`src/acds_pkg.sv`:
```
// Shared types and constants for the ADC CV dynamic smoother.
// Used by every module of the block and by its checker.
package acds_pkg;

    localparam int SAMPLES_PER_SET_DEF = 8;

    localparam int CODE_W     = 16;
    localparam int Q_W        = 20;
    localparam int SCALE_W    = 32;
    localparam int CFG_IDX_W  = 2;
    localparam int CFG_DATA_W = 32;

    localparam int QUEUE_DEPTH = 2;
    localparam int QUEUE_AW    = $clog2(QUEUE_DEPTH);

    localparam logic [CFG_IDX_W-1:0] REG_INPUT_BIAS = 2'd0;
    localparam logic [CFG_IDX_W-1:0] REG_INPUT_SCALE = 2'd1;
    localparam logic [CFG_IDX_W-1:0] REG_PEAK_MODE = 2'd2;
    localparam logic [CFG_IDX_W-1:0] REG_CLAMP_UNIT = 2'd3;

    localparam logic [CODE_W-1:0] BIAS_RESET = 16'd32768;
    localparam logic signed [SCALE_W-1:0] SCALE_RESET = -32'sd65574;

    localparam int G_BASE = 6554;
    localparam int G_SENS = 10;
    localparam int Q_ONE  = 65536;

    typedef struct packed {
        logic [CODE_W-1:0] sample;
        logic              last_of_set;
        logic              jack_present;
    } sample_t;

    typedef struct packed {
        logic [CODE_W-1:0]     set_value;
        logic signed [Q_W-1:0] smoothed_value;
    } result_t;

    typedef struct packed {
        logic [CODE_W-1:0]         input_bias;
        logic signed [SCALE_W-1:0] input_scale;
        logic                      peak_mode;
        logic                      clamp_unit;
    } cfg_t;

    typedef struct packed {
        logic [CODE_W-1:0] code;
        logic              jack;
    } job_t;

endpackage

```
`src/adc_cv_dynamic_smoother.sv`:
```
// Top level of the ADC CV dynamic smoother: configuration registers, front
// end, job queue and back end. Depends on acds_pkg, acds_front, acds_fifo, acds_back.
//
// Samples are taken one per cycle while the two-entry job queue has room; a
// sample that closes a set turns into one result. The back end works on one
// set at a time through a seven-step sequence around a calibration multiplier
// and one multiplier shared by both smoother stages, and registers the result
// at its final update step. Sets with at least as many samples as the
// sequence has steps stream at one sample per cycle while results are taken;
// shorter back-to-back sets are paced by the back end. The result register
// lets the next set proceed up to its final update while a finished result
// waits to be taken. Configuration writes are always accepted and should
// only be made while no set is in flight.
module adc_cv_dynamic_smoother import acds_pkg::*; #(
    parameter int SAMPLES_PER_SET = SAMPLES_PER_SET_DEF
) (
    input  logic                  clk,
    input  logic                  rst_n,
    input  logic                  sample_valid,
    output logic                  sample_ready,
    input  sample_t               sample_item,
    output logic                  result_valid,
    input  logic                  result_ready,
    output result_t               result_item,
    input  logic                  cfg_valid,
    output logic                  cfg_ready,
    input  logic [CFG_IDX_W-1:0]  cfg_index,
    input  logic [CFG_DATA_W-1:0] cfg_data
);

    cfg_t cfg_reg;
    logic push_valid, push_ready, job_valid, job_pop;
    job_t push_job, pop_job;

    assign cfg_ready = 1'b1;

    always_ff @(posedge clk or negedge rst_n)
    begin
        if (!rst_n)
        begin
            cfg_reg.input_bias  <= BIAS_RESET;
            cfg_reg.input_scale <= SCALE_RESET;
            cfg_reg.peak_mode   <= 1'b0;
            cfg_reg.clamp_unit  <= 1'b1;
        end
        else if (cfg_valid)
        begin
            case (cfg_index)
                REG_INPUT_BIAS:  cfg_reg.input_bias  <= cfg_data[CODE_W-1:0];
                REG_INPUT_SCALE: cfg_reg.input_scale <= cfg_data[SCALE_W-1:0];
                REG_PEAK_MODE:   cfg_reg.peak_mode   <= cfg_data[0];
                REG_CLAMP_UNIT:  cfg_reg.clamp_unit  <= cfg_data[0];
                default:         cfg_reg             <= cfg_reg;
            endcase
        end
    end

    acds_front #(
        .SAMPLES_PER_SET(SAMPLES_PER_SET)
    ) u_front (
        .clk         (clk),
        .rst_n       (rst_n),
        .cfg         (cfg_reg),
        .sample_valid(sample_valid),
        .sample_ready(sample_ready),
        .sample_item (sample_item),
        .push_valid  (push_valid),
        .push_ready  (push_ready),
        .push_job    (push_job)
    );

    acds_fifo u_fifo (
        .clk       (clk),
        .rst_n     (rst_n),
        .push_valid(push_valid),
        .push_ready(push_ready),
        .push_job  (push_job),
        .pop_valid (job_valid),
        .pop       (job_pop),
        .pop_job   (pop_job)
    );

    acds_back u_back (
        .clk         (clk),
        .rst_n       (rst_n),
        .cfg         (cfg_reg),
        .job_valid   (job_valid),
        .job_pop     (job_pop),
        .job         (pop_job),
        .result_valid(result_valid),
        .result_ready(result_ready),
        .result_item (result_item)
    );

endmodule

```
`src/acds_front.sv`:
```
// Front end: accumulates the sum and peak of a sample set and hands the
// reduced code to the job queue when the set closes. Depends on acds_pkg.
module acds_front import acds_pkg::*; #(
    parameter int SAMPLES_PER_SET = SAMPLES_PER_SET_DEF
) (
    input  logic    clk,
    input  logic    rst_n,
    input  cfg_t    cfg,
    input  logic    sample_valid,
    output logic    sample_ready,
    input  sample_t sample_item,
    output logic    push_valid,
    input  logic    push_ready,
    output job_t    push_job
);

    localparam int SHIFT = $clog2(SAMPLES_PER_SET);
    localparam int SUM_W = CODE_W + SHIFT;
    localparam logic [SUM_W:0] SUM_CAP = (SUM_W+1)'(((1 << CODE_W) - 1) * SAMPLES_PER_SET);

    logic [SUM_W-1:0]  sum_reg, sum_next;
    logic [CODE_W-1:0] peak_reg, peak_next;
    logic [SUM_W:0]    sum_add;
    logic [SUM_W-1:0]  sum_sat;
    logic [CODE_W-1:0] peak_max;
    logic              accept;

    assign accept       = sample_valid & push_ready;
    assign sample_ready = push_ready;

    always_comb
    begin
        sum_add  = {1'b0, sum_reg} + (SUM_W+1)'(sample_item.sample);
        sum_sat  = (sum_add > SUM_CAP) ? SUM_CAP[SUM_W-1:0] : sum_add[SUM_W-1:0];
        peak_max = (sample_item.sample > peak_reg) ? sample_item.sample : peak_reg;

        // The sum never exceeds the cap, so the average always fits the code width.
        push_job.code = cfg.peak_mode ? peak_max : sum_sat[SUM_W-1 -: CODE_W];
        push_job.jack = sample_item.jack_present;
        push_valid    = accept & sample_item.last_of_set;

        sum_next  = sum_reg;
        peak_next = peak_reg;
        if (accept)
        begin
            if (sample_item.last_of_set)
            begin
                sum_next  = '0;
                peak_next = '0;
            end
            else
            begin
                sum_next  = sum_sat;
                peak_next = peak_max;
            end
        end
    end

    always_ff @(posedge clk or negedge rst_n)
    begin
        if (!rst_n)
        begin
            sum_reg  <= '0;
            peak_reg <= '0;
        end
        else
        begin
            sum_reg  <= sum_next;
            peak_reg <= peak_next;
        end
    end

endmodule

```
`src/acds_fifo.sv`:
```
// Short job queue between the front end and the calibration/smoother back end.
// Depends on acds_pkg for the job type and queue depth.
module acds_fifo import acds_pkg::*; (
    input  logic clk,
    input  logic rst_n,
    input  logic push_valid,
    output logic push_ready,
    input  job_t push_job,
    output logic pop_valid,
    input  logic pop,
    output job_t pop_job
);

    job_t                mem_reg [QUEUE_DEPTH];
    logic [QUEUE_AW-1:0] wr_ptr_reg, rd_ptr_reg;
    logic [QUEUE_AW:0]   count_reg, count_next;
    logic                do_push, do_pop;

    assign push_ready = (count_reg != (QUEUE_AW+1)'(QUEUE_DEPTH));
    assign pop_valid  = (count_reg != '0);
    assign pop_job    = mem_reg[rd_ptr_reg];
    assign do_push    = push_valid & push_ready;
    assign do_pop     = pop & pop_valid;

    always_comb
    begin
        count_next = count_reg;
        if (do_push && !do_pop)
            count_next = count_reg + 1'b1;
        else if (do_pop && !do_push)
            count_next = count_reg - 1'b1;
    end

    always_ff @(posedge clk or negedge rst_n)
    begin
        if (!rst_n)
        begin
            wr_ptr_reg <= '0;
            rd_ptr_reg <= '0;
            count_reg  <= '0;
        end
        else
        begin
            if (do_push)
                wr_ptr_reg <= wr_ptr_reg + 1'b1;
            if (do_pop)
                rd_ptr_reg <= rd_ptr_reg + 1'b1;
            count_reg <= count_next;
        end
    end

    always_ff @(posedge clk)
    begin
        if (do_push)
            mem_reg[wr_ptr_reg] <= push_job;
    end

endmodule

```
`src/acds_back.sv`:
```
// Back end: a sequencer calibrates one reduced code and steps the two-stage
// dynamic smoother, whose stages share a multiplier. Depends on acds_pkg.
module acds_back import acds_pkg::*; (
    input  logic    clk,
    input  logic    rst_n,
    input  cfg_t    cfg,
    input  logic    job_valid,
    output logic    job_pop,
    input  job_t    job,
    output logic    result_valid,
    input  logic    result_ready,
    output result_t result_item
);

    localparam logic [2:0] ST_IDLE = 3'd0;
    localparam logic [2:0] ST_MUL  = 3'd1;
    localparam logic [2:0] ST_CAL  = 3'd2;
    localparam logic [2:0] ST_MUL1 = 3'd3;
    localparam logic [2:0] ST_UPD1 = 3'd4;
    localparam logic [2:0] ST_MUL2 = 3'd5;
    localparam logic [2:0] ST_UPD2 = 3'd6;

    localparam int DIFF_W = CODE_W + 1;
    localparam int PROD_W = DIFF_W + SCALE_W;
    localparam int CAL_W  = PROD_W - 15;
    localparam int G_W    = 17;
    localparam int T_W    = Q_W + 1;
    localparam int M_W    = T_W + G_W + 1;
    localparam int STEP_W = M_W - 16;
    localparam int BAND_W = Q_W + 5;

    localparam logic signed [Q_W-1:0] Q_MAX_V = {1'b0, {(Q_W-1){1'b1}}};
    localparam logic signed [Q_W-1:0] Q_MIN_V = {1'b1, {(Q_W-1){1'b0}}};
    localparam logic signed [Q_W-1:0] Q_ONE_V = Q_W'(Q_ONE);

    logic [2:0]               st_reg, st_next;
    logic signed [DIFF_W-1:0] diff_reg;
    logic [CODE_W-1:0]        code_reg;
    logic                     jack_reg;
    logic signed [PROD_W-1:0] prod_reg;
    logic [G_W-1:0]           g_reg;
    logic signed [Q_W-1:0]    x_reg;
    logic signed [M_W-1:0]    m_reg;
    logic signed [Q_W-1:0]    y1_reg, y2_reg;
    logic                     result_valid_reg, result_valid_next;
    result_t                  result_item_reg;

    logic signed [T_W-1:0]    dy;
    logic [T_W-1:0]           band;
    logic [BAND_W-1:0]        g_raw;
    logic [G_W-1:0]           g_new;
    logic signed [PROD_W-1:0] prod_rnd;
    logic signed [CAL_W-1:0]  cal_sh;
    logic signed [Q_W-1:0]    cal_sat, x_new;
    logic signed [T_W-1:0]    t_mul;
    logic signed [G_W:0]      g_s;
    logic signed [M_W-1:0]    m_prod;
    logic signed [Q_W-1:0]    y_old, y_new;
    logic                     out_free;

    // y + round(m / 2^16), ties up, saturated to the Q4.16 range.
    function automatic logic signed [Q_W-1:0] stage_step(
        input logic signed [Q_W-1:0] y,
        input logic signed [M_W-1:0] m
    );
        logic signed [M_W-1:0]    m_rnd;
        logic signed [STEP_W+1:0] s;
        begin
            m_rnd = m + M_W'(32768);
            s = (STEP_W+2)'(y) + (STEP_W+2)'($signed(m_rnd[M_W-1:16]));
            if (s > (STEP_W+2)'(Q_MAX_V))
                stage_step = Q_MAX_V;
            else if (s < (STEP_W+2)'(Q_MIN_V))
                stage_step = Q_MIN_V;
            else
                stage_step = s[Q_W-1:0];
        end
    endfunction

    assign out_free     = !result_valid_reg || result_ready;
    assign job_pop      = (st_reg == ST_IDLE) && job_valid;
    assign result_valid = result_valid_reg;
    assign result_item  = result_item_reg;

    always_comb
    begin
        // Smoother gain from the current spread between the two stages.
        dy    = T_W'(y2_reg) - T_W'(y1_reg);
        band  = dy[T_W-1] ? T_W'(-dy) : T_W'(dy);
        g_raw = BAND_W'(G_BASE) + BAND_W'(band) * BAND_W'(G_SENS);
        g_new = (g_raw > BAND_W'(Q_ONE)) ? G_W'(Q_ONE) : g_raw[G_W-1:0];

        prod_rnd = prod_reg + PROD_W'(16384);
        cal_sh   = prod_rnd[PROD_W-1:15];
        if (cal_sh > CAL_W'(Q_MAX_V))
            cal_sat = Q_MAX_V;
        else if (cal_sh < CAL_W'(Q_MIN_V))
            cal_sat = Q_MIN_V;
        else
            cal_sat = cal_sh[Q_W-1:0];
        x_new = cal_sat;
        if (cfg.clamp_unit)
        begin
            if (cal_sat > Q_ONE_V)
                x_new = Q_ONE_V;
            else if (cal_sat < -Q_ONE_V)
                x_new = -Q_ONE_V;
        end
        if (!jack_reg)
            x_new = '0;

        if (st_reg == ST_MUL1)
            t_mul = T_W'(x_reg) - T_W'(y1_reg);
        else
            t_mul = T_W'(y1_reg) - T_W'(y2_reg);
        g_s    = {1'b0, g_reg};
        m_prod = M_W'(t_mul) * M_W'(g_s);

        y_old = (st_reg == ST_UPD1) ? y1_reg : y2_reg;
        y_new = stage_step(y_old, m_reg);

        st_next = st_reg;
        case (st_reg)
            ST_IDLE: if (job_valid) st_next = ST_MUL;
            ST_MUL:  st_next = ST_CAL;
            ST_CAL:  st_next = ST_MUL1;
            ST_MUL1: st_next = ST_UPD1;
            ST_UPD1: st_next = ST_MUL2;
            ST_MUL2: st_next = ST_UPD2;
            ST_UPD2: if (out_free) st_next = ST_IDLE;
            default: st_next = ST_IDLE;
        endcase

        result_valid_next = result_valid_reg && !result_ready;
        if (st_reg == ST_UPD2 && out_free)
            result_valid_next = 1'b1;
    end

    always_ff @(posedge clk or negedge rst_n)
    begin
        if (!rst_n)
        begin
            st_reg           <= ST_IDLE;
            y1_reg           <= '0;
            y2_reg           <= '0;
            result_valid_reg <= 1'b0;
        end
        else
        begin
            st_reg           <= st_next;
            result_valid_reg <= result_valid_next;
            if (st_reg == ST_UPD1)
                y1_reg <= y_new;
            if (st_reg == ST_UPD2 && out_free)
                y2_reg <= y_new;
        end
    end

    always_ff @(posedge clk)
    begin
        if (job_pop)
        begin
            diff_reg <= DIFF_W'(job.code) - DIFF_W'(cfg.input_bias);
            code_reg <= job.code;
            jack_reg <= job.jack;
            g_reg    <= g_new;
        end
        if (st_reg == ST_MUL)
            prod_reg <= PROD_W'(diff_reg) * PROD_W'(cfg.input_scale);
        if (st_reg == ST_CAL)
            x_reg <= x_new;
        if (st_reg == ST_MUL1 || st_reg == ST_MUL2)
            m_reg <= m_prod;
        if (st_reg == ST_UPD2 && out_free)
        begin
            result_item_reg.set_value      <= code_reg;
            result_item_reg.smoothed_value <= y_new;
        end
    end

endmodule

```
`config.mk`:
```
export PLATFORM = sky130hd
export DESIGN_NAME = adc_cv_dynamic_smoother
export DESIGN_NICKNAME = d
export VERILOG_FILES = /design/src/acds_pkg.sv /design/src/adc_cv_dynamic_smoother.sv /design/src/acds_front.sv /design/src/acds_fifo.sv /design/src/acds_back.sv
export SDC_FILE = /design/constraint.sdc
export NUM_CORES = 2
export LEC_CHECK = 0
export BUFFER_PORTS_ARGS = -buffer_cell sky130_fd_sc_hd__buf_2
export CORE_MARGIN = 1.5
export CORE_UTILIZATION = 50
export CTS_CLUSTER_SIZE = 10
export DETAILED_ROUTE_END_ITERATION = 12
export PLACE_DENSITY_LB_ADDON = 0.05
export SKIP_LAST_GASP = 1
export SYNTH_ARGS = -nofsm -noshare
export SYNTH_HDL_FRONTEND = slang
export SYNTH_SLANG_ARGS = --single-unit
```
`constraint.sdc`:
```
create_clock -name clk -period 15.23 [get_ports clk]
set_input_delay 1.523 -clock clk [delete_from_list [all_inputs] [get_ports clk]]
set_output_delay 1.523 -clock clk [all_outputs]
set_load 0.02 [all_outputs]
```
==> impl_metrics.json <==
{
  "fraction_of_layout_cells_with_a_size_suffix_above_1": 0.0654,
  "timing.critical_path.arrival_ns": 10.59,
  "via_count": 38100,
  "synth_most_common_cell": "sky130_fd_sc_hd__inv_1",
  "setup_tns_after_final_layout_ns": 0,
  "layout-area-overhead-vs-synth_pct": 6.08,
  "min_period_over_period": 0.672,
  "maxClockFrequency_mhz": 97.6,
  "numClockSinks": 332,
  "postSynth.topFlopCell": "sky130_fd_sc_hd__edfxtp_1",
  "finalHoldViolCount": 0,
  "detailedRoute.firstPassIterationCount": 5,
  "dieArea_um2": 107000,
  "syn_area_per_cell_um2": 9.34,
  "timing.critical_path.to_type": "flop",
  "netlist_area_um2": 52400,
  "routed_wire_length_per_instance_um": 19.9,
  "largest_reg_flops": 50,
  "grt_pass1_vias": 40300,
  "grt_setup_unrepaired": "no",
  "setup.worst_path.class": "flop to flop",
  "core_area_um2": 104000,
  "finalWirelength_um": 140000,
  "drc": 0,
  "timing.critical_path.max_delay_family": "adder cells",
  "postSynthRegisterBits": 332,
  "grt_first_pass_wirelength_um": 224000,
  "clock_latency_ns": 0.63,
  "io-pin-count": 96,
  "antenna_found_initial": 5,
  "critical_path.n_buffers_inverters": 7,
  "synthTopCellsByCount": "sky130_fd_sc_hd__inv_1 (1,047), sky130_fd_sc_hd__fa_1 (860), sky130_fd_sc_hd__nand2_1 (694)",
  "synthesis.nets": 6927,
  "grt_start_max_net_pins": 80,
  "cts-root-to-sink-buffers": 3,
  "crit_path_max_cell_delay_ns": 0.86,
  "die_y_um": 327,
  "slew-limit-headroom": 0.239,
  "drt-vias-per-instance": 5.44,
  "detail-route-antenna-nets": 0,
  "timing.critical_path.slowest_stage_cell": "sky130_fd_sc_hd__o31ai_4",
  "asr_flop_ratio_synth": 0.401,
  "cts-htree-levels": 2,
  "place.port_buffers": 94,
  "slew_viol_final": 0,
  "synth-edff-count": 199,
  "max_cap_viol_count": 0,
  "synth.distinct_cells": 102,
  "place_congestion": 0.901,
  "fin_crit_ns": 10.24,
  "postCtsHoldBufs": 0,
  "finalClockSkew_ns": 0.0580,
  "result_of_the_run": "complete, no violations",
  "clock_tree.root_cell": "sky130_fd_sc_hd__clkbuf_16",
  "cts_inserted_buffers": 44,
  "clkTransAtPathRegs_ns": 0.06,
  "global_route.overflow_total": 0,
  "row_count": 118,
  "hold_path.class": "flop to flop",
  "yosysTopAreaCell": "sky130_fd_sc_hd__fa_1",
  "global_route.usage.total": 0.270,
  "tritoncts_clock_tree": "built",
  "timing_worst_slew_pin_value_ns": 1.14,
  "fin_nets": 6906,
  "horizontal_die_dimension_um": 327,
  "synthesis.instances": 5612,
  "post_cts_resize_count": 0,
  "number_of_buffers_added_for_setup_after_cts": 0,
  "synthDominantCellAreaShare": 0.328,
  "critical_path_required_ns": 15.58,
  "yosysWarningCount": 0,
  "initialDrtViolationCount": 2256,
  "critical_path_peak_fanout": 16,
  "setup_viol": 0,
  "yosysSeqAreaShare": 0.178,
  "yosys-top-cells-area": "sky130_fd_sc_hd__fa_1 (33%), sky130_fd_sc_hd__edfxtp_1 (11%), sky130_fd_sc_hd__ha_1 (9.5%)",
  "detailed_place_hpwl_um": 109000,
  "floorplan.initialDensity": 0.505,
  "worst_setup_path_start_kind": "flop"
}
cell families (layout without fill, tap and decap cells):
family / after synthesis / after routing / synth area share
AND/OR/NAND/NOR: 1689 / 1689 / 0.158
buffers and inverters: 1270 / 1285 / 0.0925
adder cells (fa/ha/maj): 1258 / 1258 / 0.423
AO/OA/AOI/OAI: 763 / 763 / 0.0947
flip-flops: 332 / 332 / 0.178
XOR/XNOR: 234 / 234 / 0.0391
multiplexers: 65 / 65 / 0.0138
other: 1 / 2 / 0.0000715
final timing paths:
check,from,endpoint,slack [ns],depth (start not counted)
max,u_back.y1_reg[0]$_DFFE_PN0P_,u_back.m_reg[37]$_DFFE_PP_,4.99,38
min,u_back.code_reg[13]$_DFFE_PP_,u_back.result_item[33]$_DFFE_PP_,0.41,0
max reg2reg,u_back.y1_reg[0]$_DFFE_PN0P_,u_back.m_reg[37]$_DFFE_PP_,4.99,38
min reg2reg,u_back.code_reg[13]$_DFFE_PP_,u_back.result_item[33]$_DFFE_PP_,0.41,0
max in group asynchronous,rst_n,cfg_reg[18]$_DFFE_PN0P_,12.89,2
min in group asynchronous,rst_n,u_fifo.rd_ptr_reg$_DFFE_PN0P_,0.98,1
worst register-to-register path, delay by kind of cell, from the launching register on:
family,cells,cell delay (ns)
fa+ha+maj,9,4.01
compound gates,13,3.74
buf+inv,7,0.40
simple gates,8,1.30
xor+xnor,1,0.15
flops,1,0.42
cell type report:
type	instances	area, µm²
fillers	9697	48200
well taps	1380	1730
clock buffers	68	1200
diodes	1	2.50
inverters	1047	3930
multi-input cells	4010	38300
repair buffers	156	942
flip-flops and latches	332	9340
clock inverters	14	174
layer usage:
metal / track usage / share of wire / up-vias
li1: - / - / 17700
met1: 0.353 / 0.43 / 19200
met2: 0.466 / 0.49 / 960
met3: 0.0352 / 0.049 / 247
met4: 0.0818 / 0.032 / 0
met5: 0 / 0 / -
metrics by stage:
step	setup WS [ns]	utilization	hold WS [ns]	area, µm²	cells
after floorplan	6.09	-	0.400	52400	5612
after global placement	5.11	0.523	0.402	54200	6925
after detailed placement	5.07	0.523	0.407	54200	6925
after CTS	5.04	0.536	0.415	55600	7007
after global routing	4.22	0.536	0.415	55600	7008
final	4.99	0.536	0.414	55600	7008
cells in the final DEF, fill, tap and decap left out, types with 29 or more instances in the layout:
cell	instances
sky130_fd_sc_hd__inv_1	1045
sky130_fd_sc_hd__fa_1	860
sky130_fd_sc_hd__nand2_1	694
sky130_fd_sc_hd__ha_1	398
sky130_fd_sc_hd__and2_1	393
sky130_fd_sc_hd__nor2_1	210
sky130_fd_sc_hd__a21oi_1	201
sky130_fd_sc_hd__edfxtp_1	199
sky130_fd_sc_hd__o21ai_0	183
sky130_fd_sc_hd__xnor2_1	170
sky130_fd_sc_hd__dfrtp_1	103
sky130_fd_sc_hd__buf_2	93
sky130_fd_sc_hd__nand3_1	66
sky130_fd_sc_hd__a21o_1	65
sky130_fd_sc_hd__nor3_1	65
sky130_fd_sc_hd__xor2_1	64
sky130_fd_sc_hd__buf_4	62
sky130_fd_sc_hd__mux2_2	57
sky130_fd_sc_hd__nand2b_1	53
sky130_fd_sc_hd__o21a_1	48
sky130_fd_sc_hd__clkbuf_16	44
sky130_fd_sc_hd__a31oi_1	36
sky130_fd_sc_hd__nand4_1	36
sky130_fd_sc_hd__nor2b_1	30
sky130_fd_sc_hd__dfstp_2	30
sky130_fd_sc_hd__and3_1	29
Power is left out: the tool's default activity adds up to more than one toggle a clock period on the data nets, which glitch-free logic cannot reach.
